## src/mpft_pkg.sv

```systemverilog
// Package for the masked priority flow match table: sizes, operation and status codes,
// and the word that travels down the cell chain. No dependencies.
package mpft_pkg;

    localparam int ENTRIES   = 64;
    localparam int KEY_WORDS = 2;
    localparam int KEY_W     = 64 * KEY_WORDS;
    localparam int IDX_W     = (ENTRIES > 1) ? $clog2(ENTRIES) : 1;
    localparam int SEL_W     = 6;
    localparam int SLOT_W    = 6;
    localparam int PRIO_W    = 16;
    localparam int SEL_CMP_W = (IDX_W > SEL_W) ? IDX_W : SEL_W;

    localparam logic [1:0] FN_INSERT = 2'd0;
    localparam logic [1:0] FN_REMOVE = 2'd1;
    localparam logic [1:0] FN_MATCH  = 2'd2;

    localparam logic [1:0] ST_OK        = 2'd0;
    localparam logic [1:0] ST_FULL      = 2'd1;
    localparam logic [1:0] ST_NOT_VALID = 2'd2;

    typedef struct packed {
        logic [1:0]        func;
        logic [KEY_W-1:0]  key;
        logic [KEY_W-1:0]  mask;
        logic [PRIO_W-1:0] prio;
        logic [SEL_W-1:0]  sel;
        logic              done;
        logic [IDX_W-1:0]  slot;
        logic [PRIO_W-1:0] best_prio;
    } t_tok;

endpackage

```

## src/mpft_cell.sv

```systemverilog
// One table slot: valid bit, key, mask and priority, plus the chain register that
// hands the request word to the next slot. Depends on mpft_pkg.
module mpft_cell (
    input  logic                     i_clk,
    input  logic                     i_rst_n,
    input  logic                     i_adv,
    input  logic [mpft_pkg::IDX_W-1:0] i_idx,
    input  logic                     i_vld,
    input  mpft_pkg::t_tok           i_tok,
    output logic                     o_vld,
    output mpft_pkg::t_tok           o_tok
);
    import mpft_pkg::*;

    logic              r_valid;
    logic              n_valid;
    logic [KEY_W-1:0]  r_key;
    logic [KEY_W-1:0]  r_mask;
    logic [PRIO_W-1:0] r_prio;
    logic              wr_en;
    logic              r_vld;
    t_tok              r_tok;
    t_tok              n_tok;
    logic              sel_hit;
    logic              key_hit;

    assign sel_hit = (SEL_CMP_W'(i_tok.sel) == SEL_CMP_W'(i_idx));
    assign key_hit = r_valid && ((i_tok.key & r_mask) == r_key);

    always_comb begin
        n_tok   = i_tok;
        n_valid = r_valid;
        wr_en   = 1'b0;
        if (i_vld) begin
            case (i_tok.func)
                FN_INSERT: begin
                    if (!i_tok.done && !r_valid) begin
                        wr_en      = 1'b1;
                        n_valid    = 1'b1;
                        n_tok.done = 1'b1;
                        n_tok.slot = i_idx;
                    end
                end
                FN_REMOVE: begin
                    if (sel_hit && r_valid) begin
                        n_valid    = 1'b0;
                        n_tok.done = 1'b1;
                    end
                end
                FN_MATCH: begin
                    if (key_hit && (!i_tok.done || (r_prio > i_tok.best_prio))) begin
                        n_tok.done      = 1'b1;
                        n_tok.slot      = i_idx;
                        n_tok.best_prio = r_prio;
                    end
                end
                default: begin
                    n_tok = i_tok;
                end
            endcase
        end
    end

    always_ff @(posedge i_clk) begin
        if (!i_rst_n) begin
            r_valid <= 1'b0;
            r_vld   <= 1'b0;
        end else if (i_adv) begin
            r_valid <= n_valid;
            r_vld   <= i_vld;
        end
    end

    always_ff @(posedge i_clk) begin
        if (i_adv) begin
            r_tok <= n_tok;
            if (wr_en) begin
                r_key  <= i_tok.key;
                r_mask <= i_tok.mask;
                r_prio <= i_tok.prio;
            end
        end
    end

    assign o_vld = r_vld;
    assign o_tok = r_tok;

    a_done_holds: assert property (@(posedge i_clk) disable iff (!i_rst_n)
        (i_adv && i_vld && i_tok.done) |=> r_tok.done)
        else $error("chain word lost its done flag");

    a_one_insert: assert property (@(posedge i_clk) disable iff (!i_rst_n)
        (i_adv && i_vld && (i_tok.func == FN_INSERT) && i_tok.done) |=> $stable(r_valid))
        else $error("insert claimed a second slot");

    a_remove_clears: assert property (@(posedge i_clk) disable iff (!i_rst_n)
        (i_adv && i_vld && (i_tok.func == FN_REMOVE) && sel_hit) |=> !r_valid)
        else $error("remove left the slot valid");

endmodule

```

## config.mk

```make
export PLATFORM = sky130hd
export DESIGN_NAME = mpft_cell
export DESIGN_NICKNAME = d
export VERILOG_FILES = /design/src/mpft_pkg.sv /design/src/mpft_cell.sv
export SDC_FILE = /design/constraint.sdc
export NUM_CORES = 1
export LEC_CHECK = 0
export BUFFER_PORTS_ARGS = -buffer_cell sky130_fd_sc_hd__buf_4
export CORE_MARGIN = 8
export CORE_UTILIZATION = 30
export DETAILED_ROUTE_END_ITERATION = 8
export PLACE_DENSITY = 0.57
export SYNTH_ARGS = -nofsm -noshare
export SYNTH_HDL_FRONTEND = slang
export SYNTH_SLANG_ARGS = --single-unit
```

## constraint.sdc

```tcl
create_clock -name i_clk -period 31.4 [get_ports i_clk]
set_input_delay 9.42 -clock i_clk [delete_from_list [all_inputs] [get_ports i_clk]]
set_output_delay 9.42 -clock i_clk [all_outputs]
set_load 0.05 [all_outputs]
```

## Yosys cells after proc, flatten, opt, wreduce, memory -nomap -nowiden

Cells that the tools add are included.

| storage, ports and cells | value |
|---|---|
| flip-flop bits (word level) | 577 |
| bits in latches | 0 |
| RAM bits | 0 |
| memory bits (read-only) | 0 |
| input bits | 313 |
| output and inout bits | 304 |
| logic and storage cells | 45 |
| memories | 0 |

| cells by class | value |
|---|---|
| $add $sub $neg | 0 |
| multipliers | 0 |
| divide/modulo/power cells | 0 |
| magnitude comparators | 1 |
| eq/ne operators | 6 |
| shift operators | 0 |
| muxes and demuxes | 13 |
| bitwise gates (word level) | 1 |
| reduce and logical (&&, ||, !) cells | 11 |

Operator list:

| operator | count |
|---|---|
| bitwise AND 128 bit | 1 |
| equality test 128 bit | 1 |
| two-way mux 23 bit | 2 |
| greater-than comparator 16 bit | 1 |
| two-way mux 16 bit | 1 |
| case mux 6 bit (2 select lines) | 1 |
| two-way mux 7 bit | 1 |
| equality test 6 bit | 1 |
| two-way mux 1 bit | 6 |
| AND reduction 5 bit | 1 |
| logical AND 1 bit | 4 |
| != test 2 bit, second input constant | 2 |
| case mux 1 bit (3 select lines) | 1 |
| equality test 2 x 1 -> 1 bit, second input constant | 1 |
| equality test 2 bit, second input constant | 1 |
| logical NOT 1 bit | 2 |
| logical NOT 2 bit | 1 |
| case mux 1 bit (2 select lines) | 1 |
| AND reduction 2 bit | 1 |
| nonzero test 2 bit | 1 |
| logical OR 1 bit | 1 |

## Longest topological paths before layout

Gate-level depths: netlist of the first run.

| logic depth | value |
|---|---|
| depth after elaboration | 7 |
| gate-level depth with buffers | 10 |
| depth with buffers taken out | 9 |

## Least setup slack after synthesis of the first run

No wires, ideal clock.

| path | value |
|---|---|
| path type | input -> register |
| start | input i_tok[302] in the netlist's numbering |
| end | register r_key[0] (enable) |
| library setup time | 0.670 ns |
| data arrival time | 16.447 ns |
| data required time | 30.730 ns |
| path slack | 14.282 ns |
| stages | 3 |
| cells stage by stage | nor4_1 clkbuf_1 and3_1 |

| between the ends | value |
|---|---|
| longest elaborated chain between the ends | 4 |

RTL lines:

| item | line | text |
|---|---|---|
| from (decl) | mpft_cell.sv:9 | `input mpft_pkg::t_tok i_tok,` |
| logical NOT 2 bit | mpft_cell.sv:35 | `case (i_tok.func)` |
| two-way mux 1 bit | mpft_cell.sv:35 |  |
| two-way mux 1 bit | mpft_cell.sv:34 | `if (i_vld) begin` |
| AND reduction 2 bit (no source line) | - |  |
| to (signal assigned) | mpft_cell.sv:78 | `r_key <= i_tok.key;` |
| to (decl) | mpft_cell.sv:17 | `logic [KEY_W-1:0] r_key;` |

No other way between the ends.
A chain may end at the register's enable or synchronous reset.

==> summary.md, run 1 <==
| Metric | Value |
|---|---|
| Outcome | `finished, final reports clean` |
| Final hold violations | `0` |
| CP Cell Sequence | `buf_4, and3b_1, a2111oi_0, nand4_1, nor4_2, nand4_2, nor4_4, buf_4, mux2_2` |
| Yosys warnings | `0` |
| VDD IR max | `0.00004208 V` |
| GPL Wtd Cong | `0.8389` |
| IO buf count | `616` |
| Initial Util | `30.17%` |
| Least-Margin Pin Slew | `1.073 ns` |
| Die area | `77370 sq um` |
| Worst Path Arrival | `12.67 ns` |
| Worst min path class | `register to register` |
| # DRC | `0` |
| Setup TNS | `0 ns` |
| Worst path max stage delay | `0.70 ns` |
| Max Freq | `0.08116 GHz` |
| Post-Route WL | `63070 um` |
| Routed wire per std cell | `23.58 um` |
| CTS sink cnt | `577` |
| TritonCTS clock tree | `built` |
| Leak Pwr | `10.93 nW` |
| Final setup fails | `0` |
| Rel. slew slack | `28.44%` |
| Post-DP HPWL | `49070 um` |
| Synthesis-to-layout area growth | `38.39%` |
| Worst setup SP type | `input pin` |
| Critical path class | `input pin to register` |
| Antenna violation net count after detailed routing | `0` |
| Final Cycle Share | `39.24%` |
| Worst Skew | `0.01839 ns` |
| CTS max path bufs | `3` |
| Worst r2r src | `r_mask[7]` |
| H-tree levels | `2` |
| Vias in the first global route | `13080` |
| DR iter-0 viols | `912` |
| Post-synth ARST share | `0%` |
| Gr ovfl total | `0` |
| Setup repair after global routing missed its margin | `no` |
| Reg2reg end | `o_tok[0]` |
| Final worst slack | `19.08 ns` |
| TritonRoute pass-1 iters | `5` |
| Highest Signal Layer | `met5` |
| Pin count of the biggest net entering global routing | `81` |
| Worst Setup End Kind | `register` |
| Die X | `278.2 um` |
| Fillers | `6154` |
| Sequential area share after synthesis | `83.94%` |
| Distinct cell type count after synthesis | `51` |
| Worst r2r path cells | `8` |
| Worst R2R Setup Slack | `27.59 ns` |
| First-pass GRT wire length | `90270 um` |
| P per Cell Area | `66.21 nW/um^2` |
| Wl on met1 | `25990 um` |
| Worst-Skew Late Latency | `0.61 ns` |
| Max Fanout on Critical Path | `16` |
| All-Layer GR Usage | `15.62%` |
| Worst hold start | `o_vld` |
| Clock root buffer | `clkbuf_16` |
| DR vias | `12340` |
| EDFF count, synth | `575` |
| Placement Setup Slack | `18.37 ns` |
| Critical path's most frequent cell | `buf_4` |
| Setup Buffers After CTS | `0` |
| Area of the core | `68350 sq um` |
| Cell area after layout | `28530 sq um` |
| Post-Syn Nets | `1381` |
| Chip height | `278.2 um` |
| Met3 routed WL | `4490 um` |
| Post-CTS Hold Fix Bufs | `0` |
| Dpl cell area | `26420 sq um` |
| Hold path cells | `2` |
| Mean Syn Cell Area | `19.60 sq um` |
| Ys flop type | `edfxtp_1` |
| Cell area after synthesis | `20620 sq um` |
| Num CTS Buffers | `61` |
| Critical Path Slowest Stage Cell | `a2111oi_0` |
| Post-synthesis cell count | `1052` |
| Io pins | `617` |
| Max Cap Viol | `0` |
| Site Rows | `96` |
| Routed length on met2 | `31540 um` |
| Hold EP | `o_vld` |
| Worst path required time | `31.75 ns` |
| Clock transition at path regs | `0.06 ns` |
| Nets | `2067` |
| Min cycle time layout | `12.32 ns` |
| Layout cells sized above 1 | `42.18%` |
| Vias/cell | `4.614` |
| Post-CTS sizing | `0` |
| Antenna violations before repair | `5` |
| Max Slew Vio Count | `0` |
| Placed Instances | `2557` |
| Final cell count without fillers | `2674` |
| FF+latch count, synth | `577` |
## placed cells by master (no fill, tap or decap), types with 3 or more instances in the layout
master and instances:
buf_4 626, edfxtp_1 575, nand2_1 96, clkbuf_16 62, xor2_1 52, and3b_1 39
a21boi_0 31, nand4_1 27, a21oi_1 22, inv_1 19, a2111oi_0 17, and3_1 16
ha_1 16, a22oi_1 15, nor4_1 13, clkinv_2 12, nand3_1 11, mux2_4 10
bufinv_16 9, clkinv_1 8, o22ai_1 7, nor3_1 6, a31oi_1 6, o41ai_1 6
mux2_2 6, inv_6 6, clkinvlp_4 6, clkinv_4 6, o22a_1 5, o2111ai_1 4
o2bb2ai_1 4, or4_1 4, nor2_1 4, nand3b_1 3, a21o_1 3, xnor2_1 3
clkbuf_1 3
## cell type report
cell class	instances	area, sq um	share of cell area (%)
diodes	2	5.005	0.01754
clock buffers	65	1563	5.477
clock inverters	50	549.3	1.925
inverters	19	71.32	0.2500
multi-input cells	452	3219	11.28
flip-flops and latches	577	17310	60.66
well taps	882	1104	3.868
repair buffers	627	4715	16.52
## per-stage QoR
stage | total power, mW | hold slack, ns | util (%)
6_report | 1.889 | 0.4950 | 41.75
5_1_grt | 1.949 | 0.5239 | 41.74
4_1_cts | 1.914 | 0.4952 | 41.74
3_5_place_dp | 1.159 | 0.4848 | 38.65
3_3_place_gp | 1.157 | 0.4889 | 38.65
2_1_floorplan | 1.043 | 0.5505 | -
## synthesized netlist by cell type, types with 3 or more instances
library cell | number | share of area [%]
a21boi_0 | 31 | 1.1
o2111ai_1 | 4 | 0.17
nor4_1 | 13 | 0.39
o2bb2ai_1 | 4 | 0.17
o22a_1 | 5 | 0.21
o41ai_1 | 6 | 0.25
a21o_1 | 3 | 0.11
or4_1 | 4 | 0.15
nor2_1 | 4 | 0.073
mux2_2 | 6 | 0.33
edfxtp_1 | 575 | 84
inv_1 | 19 | 0.35
nor3_1 | 6 | 0.15
a22oi_1 | 15 | 0.55
a31oi_1 | 6 | 0.18
nand2_1 | 96 | 1.7
mux2_4 | 10 | 0.73
nand4_1 | 27 | 0.82
and3_1 | 17 | 0.52
nand3_1 | 11 | 0.27
xor2_1 | 52 | 2.2
o22ai_1 | 7 | 0.21
a21oi_1 | 22 | 0.53
xnor2_1 | 3 | 0.13
a2111oi_0 | 18 | 0.76
and3b_1 | 39 | 1.7
ha_1 | 16 | 0.97
nand3b_1 | 3 | 0.11
## cell families after synthesis
kind of cell    after synthesis  share of synthesized area, %
compound gates              135                         4.849
flops                       577                         83.94
fa+ha+maj                    16                        0.9710
buf+inv                      23                        0.4733
xor+xnor                     55                         2.336
mux                          16                         1.056
simple gates                230                         6.372
## flip-flops by register name (all words and copies together), names as in the netlist
| name | count |
|---|---|
| o_tok | 303 |
| r_key | 128 |
| r_mask | 128 |
| r_prio | 16 |
| o_vld | 1 |
| r_valid | 1 |
## routing by layer
layer  track usage [%]  vias up
li1                  -     5631
met1             19.67     6177
met2             26.53      463
met3             4.363       65
met4             3.757        2
met5                 0        -
## critical path, delay by kind of cell
family,cells,cell delay (ns)
AND/OR/NAND/NOR,5,1.70
buffers and inverters,2,0.44
AO/OA/AOI/OAI,1,0.70
multiplexers,1,0.38
## report_power, final
group	leakage (nW)	internal, mW	total (mW)	switching, mW
clock network	1.03	0.439	0.750	0.311
logic	4.46	0.0721	0.239	0.167
registers	5.44	0.888	0.900	0.0116
total	10.9	1.40	1.89	0.490
## worst max-delay path by stage
| stage | start | end | slack (ns) | depth (start not counted) |
|---|---|---|---|---|
| floorplan | i_tok[302] | r_key[0] | 14.28 | 3 |
| global placement | i_tok[180] | o_tok[5] | 18.44 | 9 |
| detailed placement | i_adv | r_key[29] | 18.37 | 4 |
| CTS | i_adv | r_key[41] | 19.06 | 4 |
| global route | i_adv | r_key[11] | 18.86 | 4 |
| finish | i_tok[180] | o_tok[0] | 19.08 | 9 |
(Power assumes the default switching activity.)
==> run 2, diff against run 1 <==
Clock period 31.4 ns to 12.34 ns, I/O delays scaled along.
==> summary.md, run 2 (synthesized netlist as in run 1, its figures left out) <==
| Metric | Value |
|---|---|
| Outcome | `finished, final reports clean` |
| Die area | `77370 sq um` |
| First-pass GRT wire length | `89940 um` |
| All-Layer GR Usage | `15.61%` |
| Post-CTS Hold Fix Bufs | `0` |
| TritonCTS clock tree | `built` |
| Leak Pwr | `10.92 nW` |
| Worst R2R Setup Slack | `8.51 ns` |
| Commonest non-fill, non-tap cell in the layout | `buf_4` |
| Clock root buffer | `clkbuf_16` |
| Max Cap Viol | `0` |
| Io pins | `617` |
| Setup repair after global routing missed its margin | `no` |
| Area of the core | `68350 sq um` |
| Final setup fails | `0` |
| Worst path required time | `12.67 ns` |
| DR iter-0 viols | `834` |
| Site Rows | `96` |
| GR Layer Usage met1 | `19.14%` |
| Reg2reg end | `o_tok[3]` |
| Met3 Usage GRT | `4.447%` |
| CP endpoint | `o_tok[3]` |
| CTS max path bufs | `3` |
| GPL Wtd Cong | `0.8153` |
| Final hold violations | `0` |
| Worst r2r src | `r_mask[7]` |
| Worst Path Arrival | `6.99 ns` |
| Fillers | `6222` |
| TritonRoute pass-1 iters | `7` |
| Setup Buffers After CTS | `0` |
| Met2 global-route usage | `26.48%` |
| IO buf count | `616` |
| Synthesis-to-layout area growth | `38.43%` |
| Antenna violations before repair | `5` |
| Pin count of the biggest net entering global routing | `164` |
| Post-Route WL | `63020 um` |
| Post-CTS sizing | `0` |
| Max Slew Vio Count | `0` |
| Worst r2r path cells | `8` |
| Nets | `2071` |
| Critical path class | `input pin to register` |
| # DRC | `0` |
| Worst min path class | `register to register` |
| Worst setup SP type | `input pin` |
| Max Freq | `0.1502 GHz` |
| Initial Util | `30.17%` |
| Critical Path Start | `i_tok[180]` |
| Rel. slew slack | `21.42%` |
| Routed wire per std cell | `23.54 um` |
| Chip height | `278.2 um` |
| Num CTS Buffers | `66` |
| Max Fanout on Critical Path | `16` |
| Layout cells sized above 1 | `41.52%` |
| Placement Setup Slack | `5.050 ns` |
| Worst Skew | `0.01397 ns` |
| Post-DP HPWL | `48620 um` |
| Least-Margin Pin Slew | `1.179 ns` |
| Final Cycle Share | `53.94%` |
| P per Cell Area | `168.7 nW/um^2` |
| GRT busiest layer | `met2` |
| Clock transition at path regs | `0.06 ns` |
| Setup TNS | `0 ns` |
| Multi-input gate area | `3219 sq um` |
| Die X | `278.2 um` |
| Largest register FFs | `303` |
| Antenna violation net count after detailed routing | `0` |
| VDD IR max | `0.0001010 V` |
| Vias/cell | `4.613` |
| DR vias | `12350` |
| Vias in the first global route | `13170` |
| Most frequent cells in the layout | `buf_4, edfxtp_1, nand2_1, clkbuf_16, xor2_1` |
| Final worst slack | `5.684 ns` |
| CTS sink cnt | `577` |
| Worst-Skew Late Latency | `0.58 ns` |
| Reg area | `17310 sq um` |
| Min cycle time layout | `6.656 ns` |
| Worst Setup End Kind | `register` |
| H-tree levels | `3` |
| Gr ovfl total | `0` |
-- run 2: cell count changes in the layout (fill, tap and decap cells not counted), sizes merged --
| cell | previous run | this run |
|---|---|---|
| clkinv | 27 | 25 |
| clkbuf | 65 | 78 |
| buf | 627 | 626 |
| bufinv | 9 | 5 |
| clkinvlp | 6 | 4 |
| diode | 2 | 3 |
| inv | 27 | 25 |
-- run 2: stage by stage --
stage / cell area, sq um / hold slack [ns] / instances / utilization (%) / power (mW)
3_5_place_dp: 26420 / 0.4755 / 2556 / 38.66 / 2.947
2_1_floorplan: 20620 / 0.5505 / 1052 / - / 2.654
3_3_place_gp: 26420 / 0.4828 / 2556 / 38.66 / 2.942
6_report: 28540 / 0.4895 / 2677 / 41.76 / 4.814
5_1_grt: 28540 / 0.5165 / 2676 / 41.76 / 4.978
4_1_cts: 28530 / 0.4856 / 2674 / 41.75 / 4.881
-- run 2: how the worst min path moves through the flow --
stage | from | end | slack (ns) | depth (start not counted)
2_1_floorplan | r_prio[0] | o_tok[0] | 0.55 | 1
3_3_place_gp | o_vld | o_vld | 0.48 | 2
4_1_cts | o_vld | o_vld | 0.49 | 2
3_5_place_dp | o_vld | o_vld | 0.48 | 2
6_report | o_vld | o_vld | 0.49 | 2
5_1_grt | o_vld | o_vld | 0.52 | 2
-- run 2: layout make-up --
class / count / share of cell area (%)
timing repair buffer: 626 / 16.54
inverter: 19 / 0.2499
tap: 882 / 3.867
sequential: 577 / 60.64
multi-input combinational: 452 / 11.28
clock buffer: 78 / 6.094
clock inverter: 40 / 1.311
antenna: 3 / 0.02630
-- run 2: critical path, cell delays in order --
cell	delay (ns)
buf_4	0.12
and3b_1	0.21
a2111oi_0	0.76
nand4_1	0.37
nor4_2	0.38
nand4_2	0.38
nor4_4	0.35
buf_4	0.33
mux2_2	0.38
-- run 2: layer usage --
layer,vias to the layer above,wire (um)
met2,429,31350
met4,2,1402
met3,80,4387
met1,6197,25870
met5,-,13
li1,5641,-
-- run 2: where the power goes --
group | internal, mW | switching, mW
Combinational | 0.184 | 0.426
Sequential | 2.26 | 0.0283
Clock | 1.12 | 0.794
